==> config.mk <==
export PLATFORM = sky130hd
export DESIGN_NAME = tiled_matrix_line_gather_addresses_core
export DESIGN_NICKNAME = d
export VERILOG_FILES = /design/src/design/tmlg_pkg.sv /design/src/design/tmlg_div.sv /design/src/design/tmlg_front.sv /design/src/design/tmlg_queue.sv /design/src/design/tmlg_back.sv /design/src/design/tiled_matrix_line_gather_addresses_core.sv
export SDC_FILE = /design/constraint.sdc
export NUM_CORES = 2
export LEC_CHECK = 0
export ABC_CLOCK_PERIOD_IN_PS = 37900
export BUFFER_PORTS_ARGS = -buffer_cell sky130_fd_sc_hd__buf_2
export CAP_MARGIN = 25
export CELL_PAD_IN_SITES_DETAIL_PLACEMENT = 1
export CELL_PAD_IN_SITES_GLOBAL_PLACEMENT = 1
export CORE_MARGIN = 5
export CORE_UTILIZATION = 50
export CTS_CLUSTER_DIAMETER = 150
export DETAILED_ROUTE_END_ITERATION = 16
export MAX_ROUTING_LAYER = met4
export PLACE_DENSITY_LB_ADDON = 0.3
export SLEW_MARGIN = 0
export SYNTH_ARGS = -nofsm -noshare
export SYNTH_HDL_FRONTEND = slang
export SYNTH_SLANG_ARGS = --single-unit
==> constraint.sdc <==
create_clock -name clk -period 37.9 [get_ports clk]
set_clock_uncertainty 0.1 [all_clocks]
set_input_delay 5.685 -clock clk [delete_from_list [all_inputs] [get_ports clk]]
set_output_delay 5.685 -clock clk [all_outputs]
set_load 0.01 [all_outputs]
==> src/design/tmlg_pkg.sv <==
`default_nettype none
// ----------------------------------------------------------------------------
// tmlg_pkg
// Shared widths, register indexes and the command record passed from the
// front end to the descriptor emitter.
// ----------------------------------------------------------------------------
package tmlg_pkg;

  localparam int EXT_W    = 13;  // matrix and tile extents
  localparam int LINE_W   = 12;  // line_index
  localparam int CB_W     = 4;   // cell_bytes
  localparam int TILE_W   = 18;  // tile_index
  localparam int SRC_W    = 27;  // source_offset
  localparam int STRIDE_W = 16;  // source_stride, run_bytes
  localparam int DST_W    = 15;  // target_offset
  localparam int CNT_W    = 7;   // tiles in one request, up to 64
  localparam int K_W      = 6;   // tile position along the line

  localparam int CFG_IDX_W = 3;

  localparam logic [CFG_IDX_W-1:0] REG_ROW_COUNT    = 3'd0;
  localparam logic [CFG_IDX_W-1:0] REG_COLUMN_COUNT = 3'd1;
  localparam logic [CFG_IDX_W-1:0] REG_TILE_WIDTH   = 3'd2;
  localparam logic [CFG_IDX_W-1:0] REG_TILE_HEIGHT  = 3'd3;
  localparam logic [CFG_IDX_W-1:0] REG_CELL_BYTES   = 3'd4;

  // Configuration as the datapath sees it: saturated, tile sizes at least 1.
  typedef struct packed {
    logic [EXT_W-1:0] rows;
    logic [EXT_W-1:0] cols;
    logic [EXT_W-1:0] tw;
    logic [EXT_W-1:0] th;
    logic [CB_W-1:0]  cb;
  } cfg_t;

  // One request, fully worked out. Body fields serve every tile but the last
  // one on the line, tail fields serve the last one.
  typedef struct packed {
    logic                err;
    logic [CNT_W-1:0]    count;
    logic [TILE_W-1:0]   tile_base;
    logic [TILE_W-1:0]   tile_step;
    logic [DST_W-1:0]    dst_step;
    logic [SRC_W-1:0]    src_body;
    logic [SRC_W-1:0]    src_tail;
    logic [STRIDE_W-1:0] stride_body;
    logic [STRIDE_W-1:0] stride_tail;
    logic [STRIDE_W-1:0] run_body;
    logic [STRIDE_W-1:0] run_tail;
    logic [EXT_W-1:0]    runs_body;
    logic [EXT_W-1:0]    runs_tail;
  } cmd_t;

endpackage
`default_nettype wire

==> src/design/tmlg_div.sv <==
`default_nettype none
// ----------------------------------------------------------------------------
// tmlg_div
// Restoring divider, one quotient bit per cycle. Quotient and remainder hold
// until the next go.
// ----------------------------------------------------------------------------
module tmlg_div (
  input  wire logic                      clk,
  input  wire logic                      rst,
  input  wire logic                      go,
  input  wire logic [tmlg_pkg::EXT_W-1:0] dividend,
  input  wire logic [tmlg_pkg::EXT_W-1:0] divisor,
  output logic                           done,
  output logic [tmlg_pkg::EXT_W-1:0]     quotient,
  output logic [tmlg_pkg::EXT_W-1:0]     remainder
);
  import tmlg_pkg::*;

  localparam int CNT_BITS = $clog2(EXT_W + 1);

  logic [EXT_W-1:0]    rem;
  logic [EXT_W-1:0]    quo;
  logic [EXT_W-1:0]    dvs;
  logic [CNT_BITS-1:0] cnt;
  logic                running;

  logic [EXT_W:0]   shifted;
  logic [EXT_W:0]   diff;
  logic [EXT_W-1:0] rem_next;
  logic [EXT_W-1:0] quo_next;

  always_comb begin
    shifted = {rem, quo[EXT_W-1]};
    diff    = shifted - {1'b0, dvs};
    if (!diff[EXT_W]) begin
      rem_next = diff[EXT_W-1:0];
      quo_next = {quo[EXT_W-2:0], 1'b1};
    end else begin
      rem_next = shifted[EXT_W-1:0];
      quo_next = {quo[EXT_W-2:0], 1'b0};
    end
  end

  always_ff @(posedge clk) begin
    if (rst) begin
      running <= 1'b0;
      done    <= 1'b0;
    end else begin
      done <= 1'b0;
      if (go) begin
        running <= 1'b1;
      end else if (running && cnt == CNT_BITS'(1)) begin
        running <= 1'b0;
        done    <= 1'b1;
      end
    end
  end

  always_ff @(posedge clk) begin
    if (go) begin
      rem <= '0;
      quo <= dividend;
      dvs <= divisor;
      cnt <= CNT_BITS'(EXT_W);
    end else if (running) begin
      rem <= rem_next;
      quo <= quo_next;
      cnt <= cnt - CNT_BITS'(1);
    end
  end

  assign quotient  = quo;
  assign remainder = rem;

endmodule
`default_nettype wire

==> src/design/tmlg_front.sv <==
`default_nettype none
// ----------------------------------------------------------------------------
// tmlg_front
// Takes a request, works out tile counts, line position and the byte figures
// by three divisions and seven multiply steps, and queues at most one command.
// ----------------------------------------------------------------------------
module tmlg_front #(
  parameter int MAX_TILES_PER_LINE = 64
) (
  input  wire logic                       clk,
  input  wire logic                       rst,
  input  wire logic                       start,
  input  wire logic                       op,
  input  wire logic [tmlg_pkg::LINE_W-1:0] line_index,
  input  wire tmlg_pkg::cfg_t              cfg,
  input  wire logic                       full,
  output logic                            busy,
  output logic                            push,
  output tmlg_pkg::cmd_t                  cmd
);
  import tmlg_pkg::*;

  localparam logic [2:0] ST_IDLE  = 3'd0;
  localparam logic [2:0] ST_DIVX  = 3'd1;
  localparam logic [2:0] ST_DIVY  = 3'd2;
  localparam logic [2:0] ST_DIVL  = 3'd3;
  localparam logic [2:0] ST_CHECK = 3'd4;
  localparam logic [2:0] ST_MUL   = 3'd5;
  localparam logic [2:0] ST_PUSH  = 3'd6;

  localparam logic [2:0] MUL_LAST = 3'd6;

  logic [2:0] state;
  logic [2:0] state_next;

  // request and derived figures
  logic              mode;
  logic [LINE_W-1:0] line;
  logic [EXT_W-1:0]  tx;
  logic [EXT_W-1:0]  ty;
  logic [EXT_W-1:0]  lastw;
  logic [EXT_W-1:0]  lasth;
  logic [LINE_W-1:0] fixed;
  logic [LINE_W-1:0] pos;
  logic              err;
  logic [CNT_W-1:0]  span7;
  logic [2:0]        mstep;

  // products
  logic [TILE_W-1:0] tile_mul;
  logic [16:0]       wfull;
  logic [16:0]       wlast;
  logic [DST_W-1:0]  hstep;
  logic [SRC_W-1:0]  src_full;
  logic [SRC_W-1:0]  src_last;
  logic [SRC_W-1:0]  src_col;

  // divider
  logic             div_go;
  logic [EXT_W-1:0] div_dvd;
  logic [EXT_W-1:0] div_dvs;
  logic             div_done;
  logic [EXT_W-1:0] div_q;
  logic [EXT_W-1:0] div_r;

  logic [EXT_W-1:0] span;
  logic [EXT_W-1:0] limit;
  logic             chk_err;

  logic [16:0] mul_a;
  logic [12:0] mul_b;
  logic [29:0] prod;

  logic        edge_col;
  logic [16:0] col_width;

  tmlg_div u_div (
    .clk       (clk),
    .rst       (rst),
    .go        (div_go),
    .dividend  (div_dvd),
    .divisor   (div_dvs),
    .done      (div_done),
    .quotient  (div_q),
    .remainder (div_r)
  );

  always_comb begin
    div_go  = 1'b0;
    div_dvd = cfg.cols;
    div_dvs = cfg.tw;
    unique case (state)
      ST_IDLE: begin
        div_go = start;
      end
      ST_DIVX: begin
        div_go  = div_done;
        div_dvd = cfg.rows;
        div_dvs = cfg.th;
      end
      ST_DIVY: begin
        div_go  = div_done;
        div_dvd = {1'b0, line};
        div_dvs = mode ? cfg.tw : cfg.th;
      end
      default: begin
        div_go = 1'b0;
      end
    endcase
  end

  assign span    = mode ? ty : tx;
  assign limit   = mode ? cfg.cols : cfg.rows;
  assign chk_err = ({1'b0, line} >= limit) || (span > EXT_W'(MAX_TILES_PER_LINE));

  always_comb begin
    state_next = state;
    unique case (state)
      ST_IDLE:  if (start) state_next = ST_DIVX;
      ST_DIVX:  if (div_done) state_next = ST_DIVY;
      ST_DIVY:  if (div_done) state_next = ST_DIVL;
      ST_DIVL:  if (div_done) state_next = ST_CHECK;
      ST_CHECK: begin
        if (chk_err) begin
          state_next = ST_PUSH;
        end else if (span == '0) begin
          state_next = ST_IDLE;  // line crosses no tile: nothing to emit
        end else begin
          state_next = ST_MUL;
        end
      end
      ST_MUL:   if (mstep == MUL_LAST) state_next = ST_PUSH;
      ST_PUSH:  if (!full) state_next = ST_IDLE;
      default:  state_next = ST_IDLE;
    endcase
  end

  always_ff @(posedge clk) begin
    if (rst) begin
      state <= ST_IDLE;
    end else begin
      state <= state_next;
    end
  end

  // shared multiplier, one product per step
  always_comb begin
    unique case (mstep)
      3'd0: begin
        mul_a = {5'b0, fixed};
        mul_b = tx;
      end
      3'd1: begin
        mul_a = {4'b0, cfg.tw};
        mul_b = {9'b0, cfg.cb};
      end
      3'd2: begin
        mul_a = {4'b0, lastw};
        mul_b = {9'b0, cfg.cb};
      end
      3'd3: begin
        mul_a = {4'b0, cfg.th};
        mul_b = {9'b0, cfg.cb};
      end
      3'd4: begin
        mul_a = wfull;
        mul_b = {1'b0, pos};
      end
      3'd5: begin
        mul_a = wlast;
        mul_b = {1'b0, pos};
      end
      3'd6: begin
        mul_a = {13'b0, cfg.cb};
        mul_b = {1'b0, pos};
      end
      default: begin
        mul_a = '0;
        mul_b = '0;
      end
    endcase
  end

  assign prod = 30'(mul_a) * 30'(mul_b);

  always_ff @(posedge clk) begin
    if (state == ST_IDLE && start) begin
      mode <= op;
      line <= line_index;
    end
    if (state == ST_DIVX && div_done) begin
      tx    <= div_q + EXT_W'(div_r != '0);
      lastw <= (div_r == '0) ? cfg.tw : div_r;
    end
    if (state == ST_DIVY && div_done) begin
      ty    <= div_q + EXT_W'(div_r != '0);
      lasth <= (div_r == '0) ? cfg.th : div_r;
    end
    if (state == ST_DIVL && div_done) begin
      fixed <= div_q[LINE_W-1:0];
      pos   <= div_r[LINE_W-1:0];
    end
    if (state == ST_CHECK) begin
      err   <= chk_err;
      span7 <= span[CNT_W-1:0];
      mstep <= '0;
    end
    if (state == ST_MUL) begin
      mstep <= mstep + 3'd1;
      unique case (mstep)
        3'd0:    tile_mul <= prod[TILE_W-1:0];
        3'd1:    wfull    <= prod[16:0];
        3'd2:    wlast    <= prod[16:0];
        3'd3:    hstep    <= prod[DST_W-1:0];
        3'd4:    src_full <= prod[SRC_W-1:0];
        3'd5:    src_last <= prod[SRC_W-1:0];
        3'd6:    src_col  <= prod[SRC_W-1:0];
        default: src_col  <= src_col;
      endcase
    end
  end

  // column mode: the fixed tile column is the right edge one
  assign edge_col  = ({1'b0, fixed} == (tx - EXT_W'(1)));
  assign col_width = edge_col ? wlast : wfull;

  always_comb begin
    cmd = '0;
    if (err) begin
      cmd.err   = 1'b1;
      cmd.count = CNT_W'(1);
    end else if (!mode) begin
      cmd.count       = span7;
      cmd.tile_base   = tile_mul;
      cmd.tile_step   = TILE_W'(1);
      cmd.dst_step    = wfull[DST_W-1:0];
      cmd.src_body    = src_full;
      cmd.src_tail    = src_last;
      cmd.stride_body = wfull[STRIDE_W-1:0];
      cmd.stride_tail = wlast[STRIDE_W-1:0];
      cmd.run_body    = wfull[STRIDE_W-1:0];
      cmd.run_tail    = wlast[STRIDE_W-1:0];
      cmd.runs_body   = EXT_W'(1);
      cmd.runs_tail   = EXT_W'(1);
    end else begin
      cmd.count       = span7;
      cmd.tile_base   = TILE_W'(fixed);
      cmd.tile_step   = TILE_W'(tx);
      cmd.dst_step    = hstep;
      cmd.src_body    = src_col;
      cmd.src_tail    = src_col;
      cmd.stride_body = col_width[STRIDE_W-1:0];
      cmd.stride_tail = col_width[STRIDE_W-1:0];
      cmd.run_body    = STRIDE_W'(cfg.cb);
      cmd.run_tail    = STRIDE_W'(cfg.cb);
      cmd.runs_body   = cfg.th;
      cmd.runs_tail   = lasth;
    end
  end

  assign push = (state == ST_PUSH) && !full;
  assign busy = (state != ST_IDLE);

endmodule
`default_nettype wire

==> src/design/tmlg_queue.sv <==
`default_nettype none
// ----------------------------------------------------------------------------
// tmlg_queue
// Two-entry command queue. The head always sits in slot 0.
// ----------------------------------------------------------------------------
module tmlg_queue (
  input  wire logic          clk,
  input  wire logic          rst,
  input  wire logic          push,
  input  wire tmlg_pkg::cmd_t push_cmd,
  input  wire logic          pop,
  output logic               full,
  output logic               not_empty,
  output tmlg_pkg::cmd_t     head
);
  import tmlg_pkg::*;

  cmd_t       slot0;
  cmd_t       slot1;
  logic [1:0] fill;

  always_ff @(posedge clk) begin
    if (rst) begin
      fill <= 2'd0;
    end else if (push && !pop) begin
      fill <= fill + 2'd1;
    end else if (pop && !push) begin
      fill <= fill - 2'd1;
    end
  end

  always_ff @(posedge clk) begin
    if (push && pop) begin
      if (fill == 2'd1) begin
        slot0 <= push_cmd;
      end else begin
        slot0 <= slot1;
        slot1 <= push_cmd;
      end
    end else if (pop) begin
      slot0 <= slot1;
    end else if (push) begin
      if (fill == 2'd0) begin
        slot0 <= push_cmd;
      end else begin
        slot1 <= push_cmd;
      end
    end
  end

  assign full      = (fill == 2'd2);
  assign not_empty = (fill != 2'd0);
  assign head      = slot0;

endmodule
`default_nettype wire

==> src/design/tmlg_back.sv <==
`default_nettype none
// ----------------------------------------------------------------------------
// tmlg_back
// Descriptor emitter: walks the tiles of one command, one descriptor a cycle,
// stepping the tile index and target offset by addition.
// ----------------------------------------------------------------------------
module tmlg_back (
  input  wire logic                          clk,
  input  wire logic                          rst,
  input  wire logic                          cmd_valid,
  input  wire tmlg_pkg::cmd_t                head,
  output logic                               pop,
  output logic                               result_strobe,
  output logic [tmlg_pkg::TILE_W-1:0]        tile_index,
  output logic [tmlg_pkg::SRC_W-1:0]         source_offset,
  output logic [tmlg_pkg::STRIDE_W-1:0]      source_stride,
  output logic [tmlg_pkg::DST_W-1:0]         target_offset,
  output logic [tmlg_pkg::STRIDE_W-1:0]      run_bytes,
  output logic [tmlg_pkg::EXT_W-1:0]         run_count,
  output logic                               range_error,
  output logic                               final_item
);
  import tmlg_pkg::*;

  logic              active;
  cmd_t              cur;
  logic [K_W-1:0]    k;
  logic [TILE_W-1:0] tile_acc;
  logic [DST_W-1:0]  dst_acc;
  logic              last;

  assign last = ({1'b0, k} == (cur.count - CNT_W'(1)));
  assign pop  = cmd_valid && (!active || last);

  always_ff @(posedge clk) begin
    if (rst) begin
      active        <= 1'b0;
      result_strobe <= 1'b0;
    end else begin
      result_strobe <= active;
      if (pop) begin
        active <= 1'b1;
      end else if (last) begin
        active <= 1'b0;
      end
    end
  end

  always_ff @(posedge clk) begin
    if (pop) begin
      cur      <= head;
      k        <= '0;
      tile_acc <= head.tile_base;
      dst_acc  <= '0;
    end else if (active) begin
      k        <= k + K_W'(1);
      tile_acc <= tile_acc + cur.tile_step;
      dst_acc  <= dst_acc + cur.dst_step;
    end
  end

  always_ff @(posedge clk) begin
    if (active) begin
      tile_index    <= tile_acc;
      target_offset <= dst_acc;
      source_offset <= last ? cur.src_tail : cur.src_body;
      source_stride <= last ? cur.stride_tail : cur.stride_body;
      run_bytes     <= last ? cur.run_tail : cur.run_body;
      run_count     <= last ? cur.runs_tail : cur.runs_body;
      range_error   <= cur.err;
      final_item    <= last;
    end
  end

endmodule
`default_nettype wire

==> src/design/tiled_matrix_line_gather_addresses_core.sv <==
`default_nettype none
// Path of a request: three 13-step divisions, seven multiply steps, queue,
//   output register; a range error skips the multiply steps.
// The next request is taken once the front end is idle again, later while
//   the queue is full; one descriptor per cycle.
// Results cannot be stalled: each shows for one cycle under result_strobe.
// Reset: synchronous; queue emptied, configuration back to 1,1,1,1 and 4 bytes.
// ----------------------------------------------------------------------------
// tiled_matrix_line_gather_addresses_core
// Copy-descriptor generator for one row or column of a row-major tiled matrix.
// ----------------------------------------------------------------------------
module tiled_matrix_line_gather_addresses_core #(
  parameter int MAX_EXTENT         = 4096,
  parameter int MAX_TILES_PER_LINE = 64
) (
  input  wire logic                           clk,
  input  wire logic                           rst,
  // request channel
  input  wire logic                           start,
  output logic                                busy,
  input  wire logic                           op,
  input  wire logic [tmlg_pkg::LINE_W-1:0]    line_index,
  // configuration write port
  input  wire logic                           cfg_write,
  input  wire logic [tmlg_pkg::CFG_IDX_W-1:0] cfg_index,
  input  wire logic [tmlg_pkg::EXT_W-1:0]     cfg_data,
  // descriptors
  output logic                                result_strobe,
  output logic [tmlg_pkg::TILE_W-1:0]         tile_index,
  output logic [tmlg_pkg::SRC_W-1:0]          source_offset,
  output logic [tmlg_pkg::STRIDE_W-1:0]       source_stride,
  output logic [tmlg_pkg::DST_W-1:0]          target_offset,
  output logic [tmlg_pkg::STRIDE_W-1:0]       run_bytes,
  output logic [tmlg_pkg::EXT_W-1:0]          run_count,
  output logic                                range_error,
  output logic                                final_item
);
  import tmlg_pkg::*;

  // Configuration registers, as written.
  logic [EXT_W-1:0] row_count;
  logic [EXT_W-1:0] column_count;
  logic [EXT_W-1:0] tile_width;
  logic [EXT_W-1:0] tile_height;
  logic [CB_W-1:0]  cell_bytes;

  cfg_t cfg;

  // front end to queue, queue to emitter
  logic q_push;
  cmd_t q_push_cmd;
  logic q_full;
  logic q_pop;
  logic q_not_empty;
  cmd_t q_head;

  // Writes past the last register fall through and are dropped.
  always_ff @(posedge clk) begin
    if (rst) begin
      row_count    <= EXT_W'(1);
      column_count <= EXT_W'(1);
      tile_width   <= EXT_W'(1);
      tile_height  <= EXT_W'(1);
      cell_bytes   <= CB_W'(4);
    end else if (cfg_write) begin
      unique case (cfg_index)
        REG_ROW_COUNT:    row_count    <= cfg_data;
        REG_COLUMN_COUNT: column_count <= cfg_data;
        REG_TILE_WIDTH:   tile_width   <= cfg_data;
        REG_TILE_HEIGHT:  tile_height  <= cfg_data;
        REG_CELL_BYTES:   cell_bytes   <= cfg_data[CB_W-1:0];
        default:          cell_bytes   <= cell_bytes;
      endcase
    end
  end

  // Extents clamp to MAX_EXTENT; a zero tile size counts as one.
  function automatic logic [EXT_W-1:0] clamp_extent(input logic [EXT_W-1:0] v);
    clamp_extent = (32'(v) > 32'(MAX_EXTENT)) ? EXT_W'(MAX_EXTENT) : v;
  endfunction

  function automatic logic [EXT_W-1:0] at_least_one(input logic [EXT_W-1:0] v);
    at_least_one = (v == '0) ? EXT_W'(1) : v;
  endfunction

  always_comb begin
    cfg.rows = clamp_extent(row_count);
    cfg.cols = clamp_extent(column_count);
    cfg.tw   = at_least_one(clamp_extent(tile_width));
    cfg.th   = at_least_one(clamp_extent(tile_height));
    cfg.cb   = cell_bytes;
  end

  // Front end: divisions, range check, byte figures. Error requests become a
  // single command with the error flag, count one and all else zero; a line
  // that crosses no tile (zero-sized matrix side) produces no command at all.
  tmlg_front #(
    .MAX_TILES_PER_LINE (MAX_TILES_PER_LINE)
  ) u_front (
    .clk        (clk),
    .rst        (rst),
    .start      (start),
    .op         (op),
    .line_index (line_index),
    .cfg        (cfg),
    .full       (q_full),
    .busy       (busy),
    .push       (q_push),
    .cmd        (q_push_cmd)
  );

  // Lets the front end take the next request while the emitter is still
  // walking the previous line.
  tmlg_queue u_queue (
    .clk       (clk),
    .rst       (rst),
    .push      (q_push),
    .push_cmd  (q_push_cmd),
    .pop       (q_pop),
    .full      (q_full),
    .not_empty (q_not_empty),
    .head      (q_head)
  );

  // Emitter: one transaction per tile, final_item on the last of each request.
  tmlg_back u_back (
    .clk           (clk),
    .rst           (rst),
    .cmd_valid     (q_not_empty),
    .head          (q_head),
    .pop           (q_pop),
    .result_strobe (result_strobe),
    .tile_index    (tile_index),
    .source_offset (source_offset),
    .source_stride (source_stride),
    .target_offset (target_offset),
    .run_bytes     (run_bytes),
    .run_count     (run_count),
    .range_error   (range_error),
    .final_item    (final_item)
  );

endmodule
`default_nettype wire

-- Yosys cells after proc, flatten, opt, wreduce, memory -nomap -nowiden
Cells that the tools add are included.
- flip-flop bits (word level): 1093
- input bits: 33
- output and inout port bits: 109
- logic and storage cells: 244
- $add $sub $neg: 11
- multiply operators: 1
- magnitude comparators: 6
- equal/unequal tests: 30
- muxes and demuxes: 59
- reduce and logical (&&, ||, !) cells: 55
- operators with widths (kind ; number):
    $mux 203 ; 10
    $mux 195 ; 2
    $mux 13 ; 15
    $pmux 17 s7 ; 1
    $gt 13x13->1 const B ; 4
    $logic_not 13->1 ; 4
    $pmux 13 s2 ; 2
    $mux 16 ; 3
    $pmux 13 s3 ; 1
    $mux 18 ; 2
    $mux 3 ; 10
    $mul 17x13->27 ; 1
    $mux 27 ; 1
    $reduce_and 2->1 ; 13
    $eq 3x3->1 const B ; 7
    $pmux 3 s7 ; 1
    $add 18x18->18 ; 1
    $eq 3x2->1 const B ; 6
    $reduce_bool 2->1 ; 8
    $add 15x15->15 ; 1
    $ne 2x2->1 const B ; 7
    $sub 14x13->14 ; 1
    $add 13x1->13 ; 1
    $eq 12x13->1 ; 1
    30 further kinds ; 59

-- Depth between registers and ports, before layout
- depth in word-level cells: 10
- mapped depth: 29
- mapped depth without buffers: 26

-- Hierarchy
Synthesis repeated with hierarchy kept, for this count alone.
- cells, all modules: 3836
- area total of the unflattened synthesis: 52451.6 µm²
- modules (own cells, without submodules) (module ; times used ; cells each ; area each (µm²) ; sequential area each (µm²)):
    tmlg_front ; 1 ; 1890 ; 19263.5 ; 7507.2
    tmlg_queue ; 1 ; 659 ; 14880.5 ; 12231.7
    tmlg_back ; 1 ; 742 ; 13374.1 ; 9769.4
    tmlg_div ; 1 ; 237 ; 2542.4 ; 1161.1
    tiled_matrix_line_gather_addresses_core ; 1 ; 308 ; 2391.0 ; 1121.1

-- Worst setup path after synthesis
No wires, ideal clock.
- path kind: reg2reg
- from: register u_back.active
- to: register u_queue.slot1[0] in the netlist's numbering, enable pin
- library setup time: 0.822 ns
- arrival: 17.853 ns
- required time: 36.978 ns
- path slack: 19.125 ns
- cell stages (with the launch flop): 8
- buffers on the path: 2
- period minus slack after synthesis: 18.775 ns
- cell sequence: dfxtp_1 -> a21o_1 -> inv_1 -> clkbuf_1 -> clkbuf_1 -> ha_1 -> nand2b_1 -> a21oi_1
- cells in the longest elaborated chain, start to end: 6
- elaborated cells on any way between the ends: 9
- those cells by class: 3 x eq/ne; 6 x reduce/logical
- RTL lines (element ; RTL line ; text):
    start, declared ; tmlg_back.sv:25 ; logic active;
    start signal, assigned ; tmlg_back.sv:37 ; active <= 1'b0;
    start signal, assigned ; tmlg_back.sv:42 ; active <= 1'b1;
    start signal, assigned ; tmlg_back.sv:44 ; active <= 1'b0;
    $logic_not 1->1 * ; tmlg_back.sv:33 ; assign pop = cmd_valid && (!active || last);
    $logic_or 1x1->1 * ; tmlg_back.sv:33 ;
    $logic_and 1x1->1 * ; tmlg_back.sv:33 ;
    net q_pop ; tiled_matrix_line_gather_addresses_core.sv:53 ; logic q_pop;
    $logic_and 1x1->1 ; tmlg_queue.sv:33 ; if (push && pop) begin
    $ne 2x2->1 (no line) (tied with other cells) ; -- ;
    $reduce_and 4->1 (no line) * ; -- ;
    end signal, assigned ; tmlg_queue.sv:38 ; slot1 <= push_cmd;
    end signal, assigned ; tmlg_queue.sv:46 ; slot1 <= push_cmd;
    end, declared ; tmlg_queue.sv:19 ; cmd_t slot1;
Mark *: on every way through the listed nets, which the timed path passes. The rest lies on a longest branch.
A chain may end at the register's enable or synchronous reset.

-- Final worst setup path
- from: register u_front.mstep[0]
- to: register u_front.src_full[25], data pin
- cells in the longest elaborated chain, start to end: 4
- elaborated cells on any way between the ends: 12
- those cells by class: 1 x mul; 6 x eq/ne; 2 x mux; 3 x reduce/logical
- RTL lines (element ; RTL line ; text):
    start, declared ; tmlg_front.sv:47 ; logic [2:0] mstep;
    start signal, assigned ; tmlg_front.sv:209 ; mstep <= mstep + 3'd1;
    $eq 3x3->1 (tied with other cells) ; tmlg_front.sv:148 ; unique case (mstep)
    $reduce_or 3->1 (no line) ; -- ;
    $pmux 13 s3 ; tmlg_front.sv:148 ;
    $mul 17x13->27 * ; tmlg_front.sv:184 ; assign prod = 30'(mul_a) * 30'(mul_b);
    net u_front.prod[25] ; tmlg_front.sv:72 ; logic [29:0] prod;
    end signal, assigned ; tmlg_front.sv:215 ; 3'd4: src_full <= prod[SRC_W-1:0];
    end, declared ; tmlg_front.sv:54 ; logic [SRC_W-1:0] src_full;
Marked as above.

==> results_dict.tcl <==
set metrics [dict create \
    result_of_the_run "complete, no violations" \
    core_area_um2 100300 \
    drt_first_iter_violations 2545 \
    finalSetupViolCount 0 \
    worst_setup_path_end_kind "register" \
    final_worst_hold_slack_ps 311.2 \
    post_route_cells_drive_above_1_share_pct 14.77 \
    grt_antenna_before_repair 5 \
    drt_first_pass_iters 6 \
    clk_buf_depth 3 \
    clk_transition_reported_paths_ps 60 \
    vdd_drop_max_uv 38.09 \
    cts-hold-fix-buffers 0 \
    drtAntennaViolNets 0 \
    globalRouteMet2Util_pct 44.20 \
    rows 116 \
    initial_utilization_pct 50.52 \
    tritoncts.num_buffers 112 \
    rsz0062_at_grt "false" \
    cts_repair_resize_count 0 \
    finalCriticalPeriod_ps 8296 \
    report.final.slew_viol_count 0 \
    tritoncts_sinks 1078 \
    final_nets 4412 \
    area_delta_synth_final_pct 11.57 \
    min_from "u_queue.head[28]$_DFFE_PP_" \
    syn-mean-instance-area_um2 12.88 \
    transition_time_at_the_pin_with_the_least_slew_margin_ps 1120 \
    grt_usage_pct 26.43 \
    clockRootBuffer "clkbuf_16" \
    grt_first_pass_wirelength_mm 212.0 \
    crit-reg2reg-launch "u_front.mstep[0]$_SDFFCE_PP0P_" \
    grt_overflow_total 0 \
    cts_setup_buffers 0 \
    die_area_um2 107800 \
    port-buffer-count 141 \
    worstSkewPairLatency_ps 720 \
    pwr_density_cell_nw_per_um2 61.36 \
    via_count 32216 \
    ff2ff_path_depth 23 \
    critical_path.reg2reg.endpoint "u_front.src_full[25]$_DFFE_PP_" \
    postSynthNetCount 4263 \
    synth-async-reset-ratio_pct 0 \
    drcViolationCount 0 \
    drt-vias-per-instance 5.819 \
    totalNegativeSetupSlack_ps 0 \
    cellLeakagePower_nw 21.42 \
    largest_fanout_on_the_critical_path 20 \
    ff2ff_setup_slack_ps 29600 \
    critical_path_required_ps 38190 \
    cp.arrival_ps 8590 \
    seq_area_frac_synth_pct 61.86 \
    fmax_mhz 120.5 \
    grtUsageMet3_pct 3.278 \
    y_dimension_of_the_die_um 328.3 \
    yosys_warnings 0 \
    hold_end "u_back.cur[28]$_DFFE_PP_" \
    clock_tree_from_tritoncts "yes" \
    mappedNetlistArea_um2 50670 \
    floorplan.io_pins 142 \
    hold_viol 0 \
    grt_max_degree 116 \
    globalRouteMet1Util_pct 34.02 \
    holdPathStages 0 \
    ys_types 78 \
    maxCapViolCount 0 \
    post-dp-hpwl_mm 95.80 \
    path_class "reg -> reg" \
    via_count_of_the_first_global_routing_pass 34415 \
    timing.slew.headroom_pct 23.38 \
    synth_edf_count 975 \
    synthesis.instances 3934 \
    postLayoutCoreUtil_pct 56.36 \
    dominantRegCellSynth "edfxtp_1" \
    wire_per_inst_um 25.10 \
    crit_path_start_kind "register" \
    layout_worst_path_cycle_share_pct 21.89 \
    die_width_um 328.3 \
    totalWireLength_mm 138.9 \
    synth-seq-cells 1078 \
    grt_busiest_layer "met2" \
    min_path_type "reg -> reg" \
    gpl.final_weighted_congestion 0.9720 \
    htree_depth 3 \
]
## cell type report
cell class / instances / area (um2)
antenna: 1 / 2.502
clock buffer: 144 / 2993
clock inverter: 65 / 575.6
fill: 9999 / 43760
inverter: 271 / 1025
multi-input combinational: 2414 / 17690
sequential: 1078 / 31340
tap: 1357 / 1698
timing repair buffer: 206 / 1202
## worst max-delay path: stages (launching register included)
cell and delay (ps):
edfxtp_1 440, inv_1 120, ha_1 690, inv_1 260
a21oi_1 210, buf_4 250, a22o_1 590, nand2_1 190
fa_1 600, fa_1 450, fa_1 540, inv_1 50
fa_1 470, inv_1 50, fa_1 470, inv_1 40
ha_1 360, nand2_1 110, nor3_1 200, a21oi_1 150
a311oi_1 690, a21oi_1 350, o221ai_1 350, o311ai_0 270
## through the flow
| stage | total power, mW | cells | cell area (um2) | setup WS (ps) |
|---|---|---|---|---|
| after CTS | 3.496 | 5533 | 56500 | 29640 |
| after global placement | 2.358 | 5321 | 52910 | 29980 |
| final | 3.469 | 5536 | 56530 | 29600 |
| after global routing | 3.623 | 5536 | 56530 | 29050 |
| after detailed placement | 2.407 | 5324 | 52930 | 29720 |
| after floorplan | 2.204 | 3934 | 50670 | 19130 |
## metal layers
layer  share of wire (%)  wire (um)
met5                   0          0
met4                 3.5       4840
met3                 6.5       8988
met2                  50      68950
met1                  40      56170
## how the worst max path moves through the flow
stage                                         startpoint                        endpoint  slack (ps)
final                     u_front.mstep[0]$_SDFFCE_PP0P_  u_front.src_full[25]$_DFFE_PP_       29600
after global routing      u_front.mstep[0]$_SDFFCE_PP0P_  u_front.src_full[25]$_DFFE_PP_       29050
after CTS                 u_front.mstep[0]$_SDFFCE_PP0P_  u_front.src_full[25]$_DFFE_PP_       29640
after detailed placement  u_front.mstep[0]$_SDFFCE_PP0P_  u_front.src_full[25]$_DFFE_PP_       29720
after global placement    u_front.mstep[0]$_SDFFCE_PP0P_   u_front.src_col[25]$_DFFE_PP_       29980
after floorplan               u_back.active$_SDFFE_PP0P_      u_queue.slot1[0]$_DFFE_PP_       19130
## power by group
group / switching (mW) / internal (mW) / leakage [nW]
Combinational: 0.445 / 0.257 / 9.75
Clock: 0.470 / 0.607 / 1.75
Sequential: 0.0933 / 1.60 / 9.92
Total: 1.01 / 2.46 / 21.4
## logic make-up (layout without fill, tap and decap cells)
group	after synthesis	in the layout	synth area share (%)
simple gates	1220	1220	10.65
fa+ha+maj	296	296	9.769
mux	282	282	6.075
flops	1078	1078	61.86
buf+inv	442	686	3.398
other cells	1	2	0.007401
compound gates	519	519	6.589
xor+xnor	96	96	1.660
## sequential cells by signal (all words and copies together), names as in the netlist, 17 cells and up
name,flops
u_back.source_offset,27
u_front.wfull,17
u_back.tile_index,18
u_back.tile_acc,18
u_front.src_last,27
u_back.cur,180
u_front.src_col,27
u_front.tile_mul,18
u_front.src_full,27
u_front.wlast,17
u_queue.head,198
u_queue.slot1,198
## cell usage after synthesis (6+ instances only)
master | n | area (um2)
fa_1 | 166 | 3323
nor3_1 | 42 | 210.2
xor2_1 | 34 | 297.8
buf_1 | 10 | 37.54
o21ai_0 | 73 | 365.4
mux2i_1 | 78 | 780.8
nor4_1 | 18 | 112.6
o21bai_1 | 14 | 105.1
o21a_1 | 13 | 97.59
a211o_1 | 8 | 70.07
ha_1 | 130 | 1627
or2_2 | 14 | 87.58
mux2_2 | 204 | 2297
xnor2_1 | 62 | 543.0
a222oi_1 | 6 | 60.06
a22o_1 | 12 | 105.1
nor2_1 | 277 | 1040
a221o_1 | 10 | 100.1
a221oi_1 | 24 | 210.2
inv_1 | 269 | 1010
nand4_1 | 10 | 62.56
and2_1 | 61 | 381.6
a31oi_1 | 18 | 112.6
or3_1 | 11 | 68.82
nand2_1 | 626 | 2350
dfxtp_1 | 103 | 2062
o31ai_1 | 6 | 45.04
nor2b_1 | 29 | 181.4
and3_1 | 19 | 118.9
a21o_1 | 48 | 360.4
nand2b_1 | 34 | 212.7
nor3b_1 | 7 | 52.55
nand3_1 | 39 | 195.2
a21oi_1 | 208 | 1041
clkbuf_1 | 131 | 491.7
edfxtp_1 | 975 | 29280
a211oi_1 | 8 | 60.06
nand3b_1 | 9 | 67.56
a22oi_1 | 23 | 172.7
o22ai_1 | 8 | 50.05
buf_2 | 26 | 130.1
## placed cells by master (no fill, tap or decap), types with 29 or more instances in the layout
| cell type | instances |
|---|---|
| o21ai_0 | 73 |
| clkbuf_16 | 112 |
| edfxtp_1 | 975 |
| nand2b_1 | 34 |
| nor2b_1 | 29 |
| ha_1 | 130 |
| mux2i_1 | 78 |
| buf_4 | 62 |
| inv_1 | 268 |
| xor2_1 | 34 |
| mux2_2 | 204 |
| nor2_1 | 275 |
| dfxtp_1 | 102 |
| nor3_1 | 36 |
| and2_1 | 61 |
| xnor2_1 | 62 |
| buf_2 | 142 |
| a21o_1 | 48 |
| a21oi_1 | 207 |
| nand3_1 | 39 |
| nand2_1 | 625 |
| fa_1 | 166 |
Note: power is estimated with default switching activity, not from simulation.
